--- config.mk ---
export PLATFORM = sky130hd
export DESIGN_NAME = mrlc_queue
export DESIGN_NICKNAME = d
export VERILOG_FILES = /design/src/design/mrlc_pkg.sv /design/src/design/mrlc_queue.sv
export SDC_FILE = /design/constraint.sdc
export NUM_CORES = 1
export LEC_CHECK = 0
export BUFFER_PORTS_ARGS = -buffer_cell sky130_fd_sc_hd__buf_2
export CAP_MARGIN = 5
export CORE_MARGIN = 2
export CORE_UTILIZATION = 25
export CTS_CLUSTER_DIAMETER = 80
export DETAILED_ROUTE_END_ITERATION = 8
export PLACE_DENSITY = 0.48
export SLEW_MARGIN = 25
export SYNTH_ARGS = -nofsm -noshare
export SYNTH_HDL_FRONTEND = slang
export SYNTH_SLANG_ARGS = --single-unit
--- constraint.sdc ---
create_clock -name clock -period 1.7 [get_ports clock]
set_input_delay 0.085 -clock clock [delete_from_list [all_inputs] [get_ports clock]]
set_output_delay 0.085 -clock clock [all_outputs]
set_load 0.05 [all_outputs]
--- src/design/mrlc_pkg.sv ---
// Package: widths, constants and types shared by the measure range line clip block.
package mrlc_pkg;

   localparam int VALUE_WIDTH_DEFAULT = 32;
   localparam int CSR_INDEX_WIDTH = 1;
   localparam int CSR_DATA_WIDTH = 32;
   localparam int QUEUE_DEPTH = 2;

   localparam logic [CSR_INDEX_WIDTH-1:0] CSR_RANGE_FROM = 1'b0;
   localparam logic [CSR_INDEX_WIDTH-1:0] CSR_RANGE_TO = 1'b1;

   // Back-end sequencer states
   typedef enum logic [2:0] {
      ST_IDLE,
      ST_DIV_START,
      ST_DIV_END,
      ST_EMIT_START,
      ST_EMIT_END
   } back_state_type;

endpackage

--- src/design/mrlc_queue.sv ---
// Short FIFO between front and back ends.
module mrlc_queue #(
   parameter int W = 8,
   parameter int DEPTH = mrlc_pkg::QUEUE_DEPTH
) (
   input  logic         clock,
   input  logic         reset,
   input  logic         wr_valid,
   output logic         wr_ready,
   input  logic [W-1:0] wr_data,
   output logic         rd_valid,
   input  logic         rd_ready,
   output logic [W-1:0] rd_data
);
   localparam int AW = (DEPTH > 1) ? $clog2(DEPTH) : 1;
   localparam int CW = $clog2(DEPTH + 1);

   logic [W-1:0]  mem_ff [DEPTH];
   logic [AW-1:0] wp_ff, rp_ff;
   logic [CW-1:0] cnt_ff;
   logic          wr, rd;

   assign wr_ready = cnt_ff != CW'(DEPTH);
   assign rd_valid = cnt_ff != '0;
   assign rd_data = mem_ff[rp_ff];
   assign wr = wr_valid && wr_ready;
   assign rd = rd_valid && rd_ready;

   // Advance pointers and count
   always_ff @(posedge clock) begin
      if (wr) mem_ff[wp_ff] <= wr_data;
      if (reset) begin
         wp_ff <= '0;
         rp_ff <= '0;
         cnt_ff <= '0;
      end else begin
         if (wr) wp_ff <= (wp_ff == AW'(DEPTH - 1)) ? '0 : wp_ff + 1'b1;
         if (rd) rp_ff <= (rp_ff == AW'(DEPTH - 1)) ? '0 : rp_ff + 1'b1;
         cnt_ff <= cnt_ff + CW'(wr) - CW'(rd);
      end
   end
endmodule

# [Word level (Yosys, flattened, before mapping)]
# Memories as Yosys holds them, arrays and structs flattened. A register that Yosys moved wholly into a read port is not among the register bits.
# Cells that the tools add are included.
[classes] n_addsub=4 mul=0 n_div=0 order_cmp=0 n_eq_ne=1 shifts=0 mux=6 n_bitwise=0 n_reduce_logical=3
[ops] operator="$mux 1" n=6
[ops] operator="$add 1x1->1 const B" n=2
[ops] operator="$add 2x1->2" n=1
[ops] operator="$logic_and 1x1->1" n=2
[ops] operator="$ne 2x2->1 const B" n=1
[ops] operator="$reduce_bool 2->1" n=1
[ops] operator="$sub 2x1->2" n=1
[totals] reg_bits=4 latchBits=0 ram_bits=16 mem_bits_ro=0 input_bits=12 output_inout_bits=10 word_cells=18 memories=1
[mem_list] memory="mem_ff" depth=2 width=8 rd=1 rd_ports_with_merged_regs=1 wr=1 line="mrlc_queue.sv:18" source="logic [W-1:0] mem_ff [DEPTH];"

# [Depth between registers and ports, before layout]
[logic_depth] depth_word=4 depth_mapped=6 ltp_nobuf=6

# [Least setup slack after synthesis]
# Ideal clock, no wire load.
[synth_timing] path_kind="register to register" from="register cnt_ff[0]" to="register cnt_ff[1]" setup_ps=126 t_arrival_ps=1513 required_time_ps=1574 slack_ps=61 stages_incl_launch_ff=7 path_buffers=0 period_less_slack_ps=1639 path_cell_list="dfxtp_1 -> or2_2 -> nor2_1 -> a311oi_1 -> ha_1 -> nor4_1 -> nor3_2"
[synth_via] elab_cells_between_ends=6 cone_classes="2 x add/sub; 1 x eq/ne; 3 x reduce/logical"
[synth_rtl] element="start: declaration" line="mrlc_queue.sv:20" source="logic [CW-1:0] cnt_ff;"
[synth_rtl] element="start signal: assignment" line="mrlc_queue.sv:39" source="cnt_ff <= cnt_ff + CW'(wr) - CW'(rd);"
[synth_rtl] element="$reduce_bool 2->1" line="mrlc_queue.sv:24" source="assign rd_valid = cnt_ff != '0;"
[synth_rtl] element="net rd_valid" line="mrlc_queue.sv:11" source="output logic rd_valid,"
[synth_rtl] element="$logic_and 1x1->1" line="mrlc_queue.sv:27" source="assign rd = rd_valid && rd_ready;"
[synth_rtl] element="$sub 2x1->2" line="mrlc_queue.sv:39"
# The timed path passes the listed nets, and every way through them passes these cells.
# A chain may end at the register's enable or synchronous reset.

# [Worst setup path after layout]
[layout_timing] from="register cnt_ff[0]" to="register cnt_ff[1]"
[layout_via] elab_chain_cells=4 elab_cells_between_ends=6 cone_classes="2 x add/sub; 1 x eq/ne; 3 x reduce/logical"
[layout_rtl] element="$ne 2x2->1" line="mrlc_queue.sv:23" source="assign wr_ready = cnt_ff != CW'(DEPTH);"
[layout_rtl] element="$logic_and 1x1->1" line="mrlc_queue.sv:26" source="assign wr = wr_valid && wr_ready;"
[layout_rtl] element="$add 2x1->2" line="mrlc_queue.sv:39"
[layout_rtl] element="$sub 2x1->2 (*)" line="mrlc_queue.sv:39"
# Every way passes the cells marked *; elsewhere a longest branch is shown, timed or not.

==> flow_summary.rst <==
.. list-table::
   :header-rows: 1

   * - Metric
     - Value
   * - Clock tree from TritonCTS
     - built
   * - Count of warnings emitted by yosys
     - 0
   * - Startpoint type of the worst setup path
     - flip-flop
   * - Post-Place Cells
     - roughly 120
   * - Gate power share
     - 0.350
   * - Root Buffer Master
     - clkbuf_4
   * - Mapped Area
     - 841 µm²
   * - Largest net degree at the start of global routing
     - 13
   * - Hold Violations, Final
     - 0
   * - Hpwl dp
     - around 970 µm
   * - Antenna violation net count after detailed routing
     - 0
   * - First-pass iteration count of the detailed router
     - 4
   * - Endpoint class of the critical path
     - flip-flop
   * - Die footprint
     - slightly below 0.004 mm²
   * - Clock buffer count from CTS
     - 3
   * - Outcome
     - finished clean
   * - Asr flop ratio synth
     - 0
   * - Net Sw Frac
     - 0.369
   * - Sequential group share of total power
     - 0.484
   * - Global-route total usage across every layer
     - 0.0810
   * - Number of antenna violations at the first check in global routing
     - 0
   * - Critical path fanouts, max
     - 7
   * - Ratio of cells with drive above 1 in the final layout
     - 0.464
   * - Final cell count without fillers
     - between 100 and 150
   * - Vias in the first global route
     - 499
   * - Data required time of the critical path
     - 1890 ps
   * - Starting density of the core
     - 0.256
   * - Post-place setup slack
     - about 140 ps
   * - Number of flops mapped to enable cells by yosys
     - 16
   * - Post-DR wirelength/cell
     - approximately 11 µm
   * - Max Transition Viols Final
     - 0
   * - Chip width
     - 62.0 µm
   * - Main area contributors after synthesis
     - edfxtp_1 (57%), dfxtp_1 (12%), mux2_2 (11%)
   * - Die outline height
     - 62.0 µm
   * - Maximum ir drop on the vdd rail
     - roughly 0.46 mV
   * - Clk_skew
     - around 1.2 ps
   * - Post-route cell area
     - roughly 0.0011 mm²
   * - R2r startpoint
     - cnt_ff[0]
   * - Leakage power of the design
     - roughly 0.42 nW
   * - Maximum count of clock buffers along a single path
     - 2
   * - I/O Buffers
     - 21
   * - Number of design rule violations left after detail routing
     - 0
   * - Count of vias placed by the detailed router
     - roughly 530
   * - Number of standard-cell rows in the floorplan
     - 21
   * - Total Neg Setup Slack
     - 0 ps
   * - Sw Pwr
     - approximately 510 µW
   * - Worst slew slack as a fraction of its limit
     - 0.753
   * - CTS Sinks
     - 21
   * - Final RePlAce weighted congestion
     - approximately 0.67
   * - Setup crit start
     - cnt_ff[0]
   * - Arrival time worst endpoint
     - around 1800 ps
   * - Vias per cell
     - 4.04
   * - Per-instance average area after synthesis
     - between 15 and 20 µm²
   * - Placed standard-cell area
     - ~1000 µm²
   * - Final Cycle Share
     - 0.916
   * - Internal Pwr Total
     - around 880 µW
   * - Max Freq
     - 642 MHz
   * - H-Tree Depth
     - 1
   * - Cell types with the highest counts after synthesis
     - edfxtp_1 (16), mux2_2 (8), dfxtp_1 (5), nor2_1 (3)
   * - Gr ovfl total
     - 0
   * - Global-route wire length before repair
     - roughly 2100 µm
   * - DR iter-0 viols
     - 16
   * - I/O pins
     - 22
   * - Dominant register cell in the synthesized netlist
     - edfxtp_1
   * - Top cell type by total area after synthesis
     - edfxtp_1
   * - Sequential-to-total area share from yosys stat
     - 0.690
   * - Part of the total power dissipated in the clock network
     - 0.165
   * - Number of register bits inferred by synthesis
     - 21
   * - Clock edge transition at the registers on the reported setup and hold paths
     - ~110 ps
   * - Startpoint of the tightest hold check path
     - reset
   * - Post-CTS repair timing setup buffer count
     - 0
   * - Post_cts resized
     - 0
   * - Signed area change from the synthesized netlist to the final layout
     - 31.5%
   * - Final design utilization
     - 0.337
   * - Core Box Area
     - around 0.0033 mm²
   * - Unique masters post-synth
     - 22
   * - Final count of negative-setup-slack endpoints
     - 0
   * - Max-capacitance violation count
     - 0
   * - Total power of the final layout
     - ~1.4 mW
   * - Total routed wirelength
     - 1420 µm
   * - P per Cell Area
     - approximately 1300 mW/mm²
   * - Synthesized Nets
     - 65
   * - Final worst slack
     - 142 ps
   * - Dominant cell by count in the synthesized netlist
     - edfxtp_1
   * - Crit Path Class
     - flip-flop to flip-flop
   * - Layout Nets
     - between 90 and 100
   * - Hold Crit Class
     - primary input to flip-flop
   * - Hold-fix buffers, CTS
     - 8
   * - Post-Syn Instances
     - 52
   * - Clock latency of the later-clocked register in the worst-skew pair
     - 290 ps
   * - Ant diodes
     - 0
   * - Setup repair after global routing missed its margin
     - false
   * - Measured slew at the worst slew-check pin
     - about 370 ps
   * - Top-area cell type share of the netlist area
     - 0.571
   * - Fin Hold WS
     - between 15 and 20 ps
   * - Min cycle time layout
     - 1560 ps
-- routing by layer --
layer  vias up  track usage  share of wire
met5         -            0              0
met4         0       0.0365         0.0071
met3         2       0.0248          0.041
met2        15        0.132           0.47
met1       244       0.0977           0.48
li1        264            -              -
-- power by group through the flow --
| stage | registers [mW] | clock network, mW | logic, mW |
|---|---|---|---|
| 5_1_grt | 0.687 | 0.263 | 0.523 |
| 4_1_cts | 0.677 | 0.245 | 0.495 |
| 3_3_place_gp | 0.685 | 0 | 0.475 |
| 6_report | 0.674 | 0.230 | 0.488 |
| 3_5_place_dp | 0.688 | 0 | 0.478 |
| 2_1_floorplan | 0.659 | 0 | 0.403 |
-- cells in the final DEF, fill, tap and decap left out --
| cell | instances |
|---|---|
| a21bo_1 | 1 |
| a21oi_1 | 2 |
| a311oi_1 | 1 |
| and3_2 | 1 |
| and3_4 | 1 |
| buf_2 | 21 |
| clkbuf_4 | 3 |
| clkinv_2 | 1 |
| dfxtp_1 | 5 |
| dlygate4sd3_1 | 8 |
| edfxtp_1 | 16 |
| ha_1 | 1 |
| inv_1 | 1 |
| mux2_2 | 8 |
| nand2b_2 | 1 |
| nand3b_1 | 1 |
| nor2_1 | 3 |
| nor2b_1 | 2 |
| nor3_2 | 1 |
| nor4_1 | 1 |
| nor4bb_2 | 1 |
| o21ai_1 | 1 |
| o31a_1 | 1 |
| or2_2 | 1 |
| xor2_1 | 1 |
-- flip-flops by register name, summed over array words and instances, names as in the netlist, named ones only --
| name | flops |
|---|---|
| mem_ff | 16 |
| rp_ff | 1 |
| cnt_ff | 2 |
| wp_ff | 1 |
-- cell type report --
cell class | count | area (µm²)
Tap cell | 46 | 57.6
Clock buffer | 3 | 22.5
Multi-Input combinational cell | 29 | 251
Timing Repair Buffer | 29 | 185
Clock inverter | 1 | 5.00
Fill cell | 339 | 2180
Inverter | 1 | 3.75
Sequential cell | 21 | 581
-- critical path, stage by stage, from the launching register on --
cell and delay [ps]:
dfxtp_1 370, nand2b_2 230, a21oi_1 170, a311oi_1 70, ha_1 210, nor4_1 340
nor3_2 70
-- final timing paths --
path                             endpoint  slack, ps  cells after the start
worst max-delay path            cnt_ff[1]        140                      6
worst min-delay path            cnt_ff[1]         20                      2
worst max register to register  cnt_ff[1]        140                      6
worst min register to register  flip-flop        530                      2
-- kinds of logic (layout without fill, tap and decap cells) --
| group | Yosys count | in the layout | share of synthesized area |
|---|---|---|---|
| XOR/XNOR | 1 | 1 | 0.0104 |
| flip-flops | 21 | 21 | 0.690 |
| multiplexers | 8 | 8 | 0.107 |
| AND/OR/NAND/NOR | 13 | 13 | 0.116 |
| buffers and inverters | 2 | 34 | 0.0104 |
| AO/OA/AOI/OAI | 6 | 6 | 0.0506 |
| adder cells (fa/ha/maj) | 1 | 1 | 0.0149 |
(Power assumes the default switching activity.)
