===== src/design/mrlc_pkg.sv =====
// Package: widths, constants and types shared by the measure range line clip block.
package mrlc_pkg;

   localparam int VALUE_WIDTH_DEFAULT = 32;
   localparam int CSR_INDEX_WIDTH = 1;
   localparam int CSR_DATA_WIDTH = 32;
   localparam int QUEUE_DEPTH = 2;

   localparam logic [CSR_INDEX_WIDTH-1:0] CSR_RANGE_FROM = 1'b0;
   localparam logic [CSR_INDEX_WIDTH-1:0] CSR_RANGE_TO = 1'b1;

   // Back-end sequencer states
   typedef enum logic [2:0] {
      ST_IDLE,
      ST_DIV_START,
      ST_DIV_END,
      ST_EMIT_START,
      ST_EMIT_END
   } back_state_type;

endpackage


===== src/design/mrlc_front.sv =====
// Front end: takes vertices, tracks string state and classifies each segment.
module mrlc_front #(
   parameter int VW = mrlc_pkg::VALUE_WIDTH_DEFAULT,
   parameter int JW = 8
) (
   input  logic          clock,
   input  logic          reset,
   input  logic          in_valid,
   output logic          in_ready,
   input  logic [VW-1:0] vx,
   input  logic [VW-1:0] vy,
   input  logic [VW-1:0] vm,
   input  logic          first_vertex,
   input  logic          last_vertex,
   input  logic [VW-1:0] range_from,
   input  logic [VW-1:0] range_to,
   output logic          job_valid,
   input  logic          job_ready,
   output logic [JW-1:0] job
);
   logic [VW-1:0] px_ff, py_ff, pm_ff;
   logic          have_ff, have_in, open_ff, open_in;
   logic          have_eff, open_eff;
   logic [VW-1:0] lo, hi;
   logic          k1l, k1h, k2l, k2h, miss, in1, in2, emit_s, endc, endflag;
   logic [VW-1:0] r1, r2;
   logic          take;

   assign in_ready = job_ready;
   assign take = in_valid && in_ready;

   // Order the bounds and classify the segment against them
   always_comb begin
      have_eff = have_ff && !first_vertex;
      open_eff = open_ff && !first_vertex;
      if ($signed(range_from) <= $signed(range_to)) begin
         lo = range_from;
         hi = range_to;
      end else begin
         lo = range_to;
         hi = range_from;
      end
      k1l = $signed(pm_ff) < $signed(lo);
      k1h = $signed(pm_ff) > $signed(hi);
      k2l = $signed(vm) < $signed(lo);
      k2h = $signed(vm) > $signed(hi);
      miss = (k1l && k2l) || (k1h && k2h);
      in1 = !k1l && !k1h;
      in2 = !k2l && !k2h;
      r1 = k1l ? lo : hi;
      r2 = k2h ? hi : lo;
      emit_s = !open_eff || !in1;
      endc = !in2;
      endflag = endc || last_vertex;
      job_valid = in_valid && have_eff && !miss;
      have_in = have_ff;
      open_in = open_ff;
      if (take) begin
         have_in = !last_vertex;
         if (!have_eff || miss || last_vertex) open_in = 1'b0;
         else open_in = !endflag;
      end
   end

   assign job = {px_ff, py_ff, pm_ff, vx, vy, vm, r1, r2, !in1, !in2, emit_s, endflag};

   always_ff @(posedge clock) begin
      if (take) begin
         px_ff <= vx;
         py_ff <= vy;
         pm_ff <= vm;
      end
      if (reset) begin
         have_ff <= 1'b0;
         open_ff <= 1'b0;
      end else begin
         have_ff <= have_in;
         open_ff <= open_in;
      end
   end
endmodule


===== config.mk =====
export PLATFORM = sky130hd
export DESIGN_NAME = mrlc_front
export DESIGN_NICKNAME = d
export VERILOG_FILES = /design/src/design/mrlc_pkg.sv /design/src/design/mrlc_front.sv
export SDC_FILE = /design/constraint.sdc
export NUM_CORES = 1
export LEC_CHECK = 0
export BUFFER_PORTS_ARGS = -buffer_cell sky130_fd_sc_hd__buf_4
export CORE_MARGIN = 2
export CORE_UTILIZATION = 55
export CTS_CLUSTER_DIAMETER = 100
export CTS_CLUSTER_SIZE = 24
export DETAILED_ROUTE_END_ITERATION = 7
export GPL_ROUTABILITY_DRIVEN = 1
export HOLD_SLACK_MARGIN = 0.06
export MAX_ROUTING_LAYER = met4
export PLACE_DENSITY_LB_ADDON = 0.12
export SETUP_SLACK_MARGIN = 0.02
export SYNTH_ARGS = -nofsm -noshare
export SYNTH_HDL_FRONTEND = slang
export SYNTH_SLANG_ARGS = --single-unit

===== constraint.sdc =====
create_clock -name clock -period 12.48 [get_ports clock]
set_input_delay 1.248 -clock clock [delete_from_list [all_inputs] [get_ports clock]]
set_output_delay 1.248 -clock clock [all_outputs]
set_load 0.1 [all_outputs]

# Yosys cells after proc, flatten, opt, wreduce, memory -nomap -nowiden
# Index checks and enable logic that the tools add are counted.
[classes]
n_lt_le_gt_ge = 5
n_mux = 4
reduce_logical = 26
[ops]
columns = ["cell", "count"]
rows = [
  ["32-bit greater-than comparator", 2],
  ["32-bit less-than comparator", 2],
  ["32-bit two-way mux", 2],
  ["32-bit less-or-equal comparator", 1],
  ["1-bit logical NOT", 12],
  ["1-bit logical AND", 9],
  ["1-bit logical OR", 5],
  ["4-bit two-way mux", 1],
  ["1-bit two-way mux", 1],
]
[word_totals]
register_bits = 34
word_cells = 38
in_bits = 166
out_inout_bits = 10

# Logic depth before layout (Yosys ltp)
# Gate-level depths: netlist (run 1).
[logic_depth]
depth_word = 9
ltp_mapped = 24
depth_no_buf = 20

# Least setup slack after synthesis (run 1)
# OpenSTA, ideal clock, no wires.
[synth_path]
kind = "input-to-output"
from = "input port range_to[14]"
to = "output port job[4]"
path_stages = 21
required_ns = 11.232
t_arrival_ns = 7.893
n_path_buf = 2
setup_slack_ns = 3.339
path_cell_list = "inv_1 -> ha_1 -> a21oi_1 -> nand2_1 -> a221o_1 -> o31a_1 -> o211ai_4 -> clkbuf_1 -> clkbuf_1 -> mux2i_1 -> ha_1 -> a21o_1 -> a211oi_1 -> o21ai_1 -> a211oi_1 -> o21ai_0 -> and3_1 -> a211oi_2 -> o2bb2ai_1 -> nor2_1 -> o311ai_1"
[synth_between]
elab_chain_cells = 4
elab_cells_between_ends = 5
classes_between = "order compare (2); mux (3)"
[synth_rtl]
columns = ["element", "line", "text"]
rows = [
  ["start: declaration", "mrlc_front.sv:16", "input logic [VW-1:0] range_to,"],
  ["32-bit less-or-equal comparator", "mrlc_front.sv:36", "if ($signed(range_from) <= $signed(range_to)) begin"],
  ["32-bit two-way mux", "mrlc_front.sv:36", ""],
  ["32-bit greater-than comparator", "mrlc_front.sv:46", "k2h = $signed(vm) > $signed(hi);"],
  ["4-bit two-way mux (*)", "mrlc_front.sv:51", "r2 = k2h ? hi : lo;"],
  ["end: declaration", "mrlc_front.sv:19", "output logic [JW-1:0] job"],
]
# Every way passes the cells marked *; elsewhere a longest branch is shown, timed or not.

# Worst setup path after layout (run 1)
[layout_path]
from = "input port range_from[31]"
to = "output port job[6]"
[layout_between]
elab_chain_cells = 4
elab_cells_between_ends = 5
classes_between = "order compare (2); mux (3)"
[layout_rtl]
columns = ["element", "line", "text"]
rows = [
  ["start: declaration", "mrlc_front.sv:15", "input logic [VW-1:0] range_from,"],
  ["32-bit less-or-equal comparator", "mrlc_front.sv:36", ""],
  ["32-bit two-way mux", "mrlc_front.sv:36", ""],
  ["32-bit greater-than comparator", "mrlc_front.sv:46", ""],
  ["4-bit two-way mux (*)", "mrlc_front.sv:51", ""],
]
# Marked as above.

==> impl_metrics.csv, run 1 <==
group,metric,value,unit
timing,timing.final.crit_period,9.06,ns
critical_path,cp_num_buf_inv,3,
global_routing,track_usage,29.4,%
critical_path,critPathCaptureType,"output pin",
route,num_vias,5385,
synth,synth_seq_cells,34,
final_layout,fin_nets,1068,
critical_path,crit_top_cell,"buf_4",
route,drtPass1Iterations,4,
critical_path,cpLargestDelayFamily,"compound AO/OA/AOI/OAI gates",
cts,clockBufferDepth,2,
critical_path,cp.required,11.23,ns
cts,worstSkewPairLatency,0.29,ns
die,die_w,105,um
power_and_ir_drop,power.density,90.3,mW/mm^2
placement,post-place-cells,874,
cts,cts_hold_buf,0,
power_and_ir_drop,p_leak,3.24,nW
worst_hold_path,hp-class,"reg2reg",
route,viasPerCell,6.11,
route,drc,0,
timing,final.setup.tns,0,ns
cts,htree_levels,2,
critical_path,critical_path_arrival,7.81,ns
critical_path,critical_path_class,"in2out",
worst_hold_path,holdPathStages,2,
placement,io_buffers,111,
synth,synth_cell_type_count,58,
global_routing,grt_pass1_wl,25.8,mm
timing,slew_headroom,37.0,%
placement,dp_hpwl,13.4,mm
placement,place_congestion,0.935,
critical_path,cp_max_fo,85,
critical_path,path_depth,21,
cts,clk_pin_slew,0.07,ns
final_layout,drive_gt1_share,17.5,%
final_layout,final-instance-count-excl-fill,881,
global_routing,grt.overflow.total,0,
global_routing,grtUsageMet1,36.6,%
global_routing,top_usage_layer,"met2",
timing,worst_pin_slew,0.946,ns
route,drt-wirelength-per-cell,17.7,um
synth,syn_inst,644,
global_routing,met2_usage,50.4,%
cts,post_cts_buffers,0,
global_routing,use_met3,3.68,%
synth,async_flop_share,0,%
critical_path,slowest_stage,"buf_4",
global_routing,antenna_found_initial,0,
die,io_pins,176,
critical_path,ff2ff_path_depth,3,
cts,clockRootBuffer,"clkbuf_8",
timing,finClkSkew,0.00000711,ns
critical_path,max_stage_delay,0.86,ns
cts,cts_sinks,34,
cts,cts_tree,"done",
timing,setup_violations,0,
final_layout,antenna-diode-count,0,
synth,yosys_warnings,0,
timing,max_freq,0.110,GHz
cts,cts_resized,0,
route,drtIter0Drc,269,
synth,synthesis.nets,964,
route,wirelength,15.6,mm
timing,period_share,72.6,%
die,rows,36,
synth,yosysSeqAreaShare,17.8,%
cts,numCtsBuffers,5,
timing,maxSlewViolCount,0,
outcome,status,"finished, final reports clean",
timing,hold_violations,0,
run,cap_violations,0,
timing,rsz0062_at_grt,"no",
synth,ys.flop_type,"edfxtp_1",
die,start_util,57.0,%
power_and_ir_drop,ir_drop,0.0651,mV
synth,synthesis.area,0.00563,mm^2
die,die_area,0.0111,mm^2
route,postRouteAntennaNets,0,
die,die-height,105,um
final_layout,area_growth_syn_to_layout,18.1,%
synth,synth_edf_count,32,
global_routing,grt_max_degree,86,
synth,avgSynthCellArea,8.74,um^2
critical_path,path_cells,"buf_4, ha_1, nand4_1, nor3_1, a221oi_1, nand3_1, o211ai_4, buf_4, mux2i_1, ha_1, a21o_1, a211oi_1, o21ai_1, a211oi_1, o21ai_0, and3_1, a21oi_1, a2bb2oi_1, nand2_1, a211o_1, buf_4",
critical_path,cp-start-kind,"input port",
die,core,0.00986,mm^2
global_routing,grt_pass1_vias,5474,
-- flip-flops by register name (all words and copies together) (netlist names) --
name / count
have_ff: 1
pm_ff: 32
open_ff: 1
-- final timing paths --
check             slack [ns]              endpoint            startpoint
setup / recovery        3.42                job[6]        range_from[31]
hold / removal          0.49  open_ff$_SDFFE_PP0P_  open_ff$_SDFFE_PP0P_
setup reg to reg       11.54  open_ff$_SDFFE_PP0P_  have_ff$_SDFFE_PP0P_
hold reg to reg         0.49  open_ff$_SDFFE_PP0P_  open_ff$_SDFFE_PP0P_
-- synth_stat cells (7+ instances only) --
master / count / area (um^2)
a211oi_1: 10 / 75.1
a21o_1: 34 / 255
a21oi_1: 70 / 350
clkbuf_1: 9 / 33.8
edfxtp_1: 32 / 961
ha_1: 154 / 1930
inv_1: 41 / 154
mux2i_1: 33 / 330
nand2_1: 28 / 105
nand3_1: 18 / 90.1
nand4_1: 23 / 144
nor2_1: 54 / 203
nor3_1: 17 / 85.1
o211ai_1: 11 / 82.6
o21a_1: 7 / 52.6
o21ai_0: 17 / 85.1
-- where the power goes --
part	total, mW	internal [mW]	leakage, nW	switching [mW]
logic	0.378	0.149	2.88	0.229
registers	0.139	0.133	0.317	0.00543
clock network	0.0840	0.0376	0.0438	0.0464
-- final cells by class --
type,instances,area [um^2]
multi-input cells,553,4400
fillers,813,3220
flip-flops and latches,34,1000
repair buffers,113,848
well taps,133,166
inverters,41,154
clock buffers,5,68.8
clock inverters,2,10.0
-- placed cells by master (no fill, tap or decap), types with 7 or more instances in the layout --
master,synthesis,routed
a211oi_1,10,10
a21o_1,34,34
a21oi_1,70,70
buf_4,4,113
edfxtp_1,32,32
ha_1,154,154
inv_1,41,41
mux2i_1,33,33
nand2_1,28,28
nand3_1,18,18
nand4_1,23,23
nor2_1,54,54
nor3_1,17,17
o211ai_1,11,11
o21a_1,7,7
o21ai_0,17,17
-- worst register-to-register path, stage by stage, from the launching register on --
cell     delay [ns]
dfxtp_1        0.33
nor2b_1        0.20
nand3_1        0.09
o32ai_1        0.23
-- layer usage --
layer	vias to the layer above	part of all wire [%]
li1	2673	-
met1	2519	45
met2	164	49
met3	29	4.7
met4	0	1.8
met5	-	0
-- stage by stage --
stage | total power [mW] | setup WS (ns) | hold WS (ns) | utilization [%] | instance area [um^2]
after global placement | 0.502 | 3.64 | 0.454 | 66.6 | 6570
after global routing | 0.647 | 2.95 | 0.522 | 67.4 | 6650
after floorplan | 0.404 | 3.34 | 0.443 | - | 5630
after CTS | 0.598 | 3.57 | 0.495 | 67.4 | 6650
final | 0.600 | 3.42 | 0.488 | 67.4 | 6650
after detailed placement | 0.514 | 3.57 | 0.485 | 66.6 | 6570
-- cells by family after synthesis --
group / synth area share, %
fa+ha+maj: 34.2
buf+inv: 4.07
flops: 17.8
xor+xnor: 0.623
mux: 6.52
simple gates: 15.2
compound gates: 21.6
(Power assumes the default switching activity.)
==> run 2: changes to the inputs <==
--- a/config.mk
+++ b/config.mk
@@ -7,7 +7,7 @@
 export LEC_CHECK = 0
 export BUFFER_PORTS_ARGS = -buffer_cell sky130_fd_sc_hd__buf_4
 export CORE_MARGIN = 2
-export CORE_UTILIZATION = 55
+export CORE_UTILIZATION = 54
 export CTS_CLUSTER_DIAMETER = 100
 export CTS_CLUSTER_SIZE = 24
 export DETAILED_ROUTE_END_ITERATION = 7
==> constraint.sdc (replaced) <==
create_clock -name clock -period 9.3 [get_ports clock]
set_input_delay 0.93 -clock clock [delete_from_list [all_inputs] [get_ports clock]]
set_output_delay 0.93 -clock clock [all_outputs]
set_load 0.1 [all_outputs]
==> run 2 against run 1 <==
  * Wire length decreased by 2.5%
  * Combinational power grew 33%
  * Final area increased by 0.28%
  * Highest routed layer unchanged
  * Power grew 33%
  * Final cell count increased by 0.45%
  * First-iteration DRC count grew 0.74%
  * Setup slack got worse by 2.0 ns
  * Via count fell by 1.6%
  * Sequential cell count did not move
  * Clock skew barely moved
  * Sequential power increased by 34%
  * Global-route usage decreased by 0.92 points
==> impl_metrics.csv, run 2 (synthesis gave the netlist of run 1 again) <==
group,metric,value,unit
route,drtPass1Iterations,5,
route,wl_met3,801,um
route,postRouteAntennaNets,0,
timing,whs,0.483,ns
timing,slew_headroom,50.2,%
power_and_ir_drop,p_clk_share,13.9,%
final_layout,final_cell_mix,"ha_1 (154), buf_4 (112), a21oi_1 (70), nor2_1 (54), inv_1 (41)",
timing,maxSlewViolCount,0,
critical_path,cp_max_fo,88,
timing,setup_violations,0,
die,rows,37,
route,met1_length,6.94,mm
final_layout,antenna-diode-count,0,
cts,worstSkewPairLatency,0.29,ns
critical_path,cp-start-kind,"input port",
worst_hold_path,hp-class,"reg2reg",
route,drt-wirelength-per-cell,17.2,um
cts,cts_hold_buf,0,
power_and_ir_drop,power.density,120,mW/mm^2
run,cap_violations,0,
global_routing,grt_pass1_wl,25.1,mm
critical_path,path_cells,"buf_4, ha_1, a21oi_1, o21ai_0, a221o_1, o31a_1, o211ai_4, buf_12, mux2i_1, ha_1, a21o_1, a211oi_1, o21ai_1, a211oi_1, o21ai_0, and3_1, a21oi_1, a2bb2oi_1, nand2_1, a211o_1, buf_4",
route,met2WireLength,7.22,mm
route,num_vias,5297,
cts,numCtsBuffers,5,
global_routing,grt.overflow.total,0,
placement,place_congestion,0.946,
placement,dp_hpwl,13.0,mm
power_and_ir_drop,p_seq_share,23.2,%
final_layout,area_growth_syn_to_layout,18.4,%
route,drtIter0Drc,271,
global_routing,track_usage,28.5,%
cts,cts_tree,"done",
global_routing,antenna_found_initial,0,
timing,period_share,85.2,%
global_routing,grt_pass1_vias,5196,
timing,max_freq,0.126,GHz
route,viasPerCell,5.99,
critical_path,critPathCaptureType,"output pin",
final_layout,max_flop_register,"pm_ff",
die,die_area,0.0113,mm^2
die,core,0.0102,mm^2
timing,timing.final.crit_period,7.92,ns
final_layout,fin_nets,1068,
power_and_ir_drop,ir_drop,0.0803,mV
route,wirelength,15.2,mm
die,io_pins,176,
power_and_ir_drop,p_sw_share,46.2,%
cts,clk_pin_slew,0.07,ns
timing,finClkSkew,0.0000527,ns
final_layout,largest_register_ffs,32,
cts,post_cts_buffers,0,
cts,clockBufferDepth,2,
final_layout,drive_gt1_share,17.4,%
route,drc,0,
critical_path,critical_path_class,"in2out",
global_routing,grt_max_degree,89,
timing,rsz0062_at_grt,"no",
die,start_util,55.0,%
critical_path,slowest_stage,"o211ai_4",
die,die_w,106,um
power_and_ir_drop,p_int,0.431,mW
placement,io_buffers,111,
route,top_layer,"met4",
critical_path,rrSetupSlack,8.30,ns
final_layout,largestRegisters,"pm_ff: 32 flops, have_ff: 1 flops, open_ff: 1 flops",
timing,worst_pin_slew,0.743,ns
power_and_ir_drop,p_leak,3.25,nW
critical_path,max_stage_delay,0.63,ns
power_and_ir_drop,switching_power,0.370,mW
critical_path,ff2ff_path_depth,3,
final_layout,final_common_cell,"ha_1",
timing,final.setup.tns,0,ns
worst_hold_path,holdPathStages,2,
cts,htree_levels,2,
cts,cts_sinks,34,
die,die-height,106,um
critical_path,critical_path_arrival,6.99,ns
critical_path,cp.required,8.37,ns
timing,hold_violations,0,
power_and_ir_drop,p_comb_share,62.9,%
outcome,status,"finished, final reports clean",
cts,cts_resized,0,
cts,clockRootBuffer,"clkbuf_8",
==> run 2: cell types whose count changed in the layout (fill, tap and decap cells not counted) <==
cell and change:
clkinv_2 -1, clkinv_1 +1, buf_12 +1, clkbuf_1 +1
buf_4 -1
==> run 2: final cells by class <==
class                      count  area, um^2
inverter                      41         154
sequential                    34        1000
clock inverter                 2        8.76
fill                         859        3570
timing repair buffer         113         861
tap                          136         170
clock buffer                   6        72.6
multi-input combinational    553        4400
==> run 2: critical path: cells and delay by family <==
kind                       cells  cell delay, ns
and+or+nand+nor                2            0.44
muxes                          1            0.32
AOI/OAI and AO/OA             13            3.86
adders and majority gates      2            0.61
buffers and inverters          3            0.79
==> run 2: path summary, 6_finish.rpt <==
kind,startpoint,end
worst max-delay path,range_from[7],job[6]
worst min-delay path,open_ff$_SDFFE_PP0P_,open_ff$_SDFFE_PP0P_
worst max register to register,have_ff$_SDFFE_PP0P_,open_ff$_SDFFE_PP0P_
worst min register to register,open_ff$_SDFFE_PP0P_,open_ff$_SDFFE_PP0P_
==> run 2: through the flow <==
stage	area (um^2)	cells	power [mW]	setup slack, ns	util, %
floorplan	5630	644	0.542	0.795	-
detailed placement	6580	877	0.688	1.46	64.3
CTS	6660	885	0.800	1.45	65.1
global route	6660	885	0.864	0.976	65.1
global placement	6580	877	0.673	1.56	64.3
finish	6660	885	0.801	1.38	65.1
==> run 2: power by group through the flow <==
stage / clock (mW) / combinational (mW) / sequential [mW]
after floorplan: 0 / 0.355 / 0.187
after global placement: 0 / 0.484 / 0.189
after CTS: 0.114 / 0.501 / 0.186
after detailed placement: 0 / 0.498 / 0.189
final: 0.111 / 0.504 / 0.186
after global routing: 0.117 / 0.560 / 0.187
==> run 2: metal layers <==
layer | up-vias | track usage, %
met4 | 0 | 6.77
met5 | - | -
met3 | 21 | 2.76
li1 | 2673 | -
met2 | 155 | 48.5
met1 | 2448 | 36.8
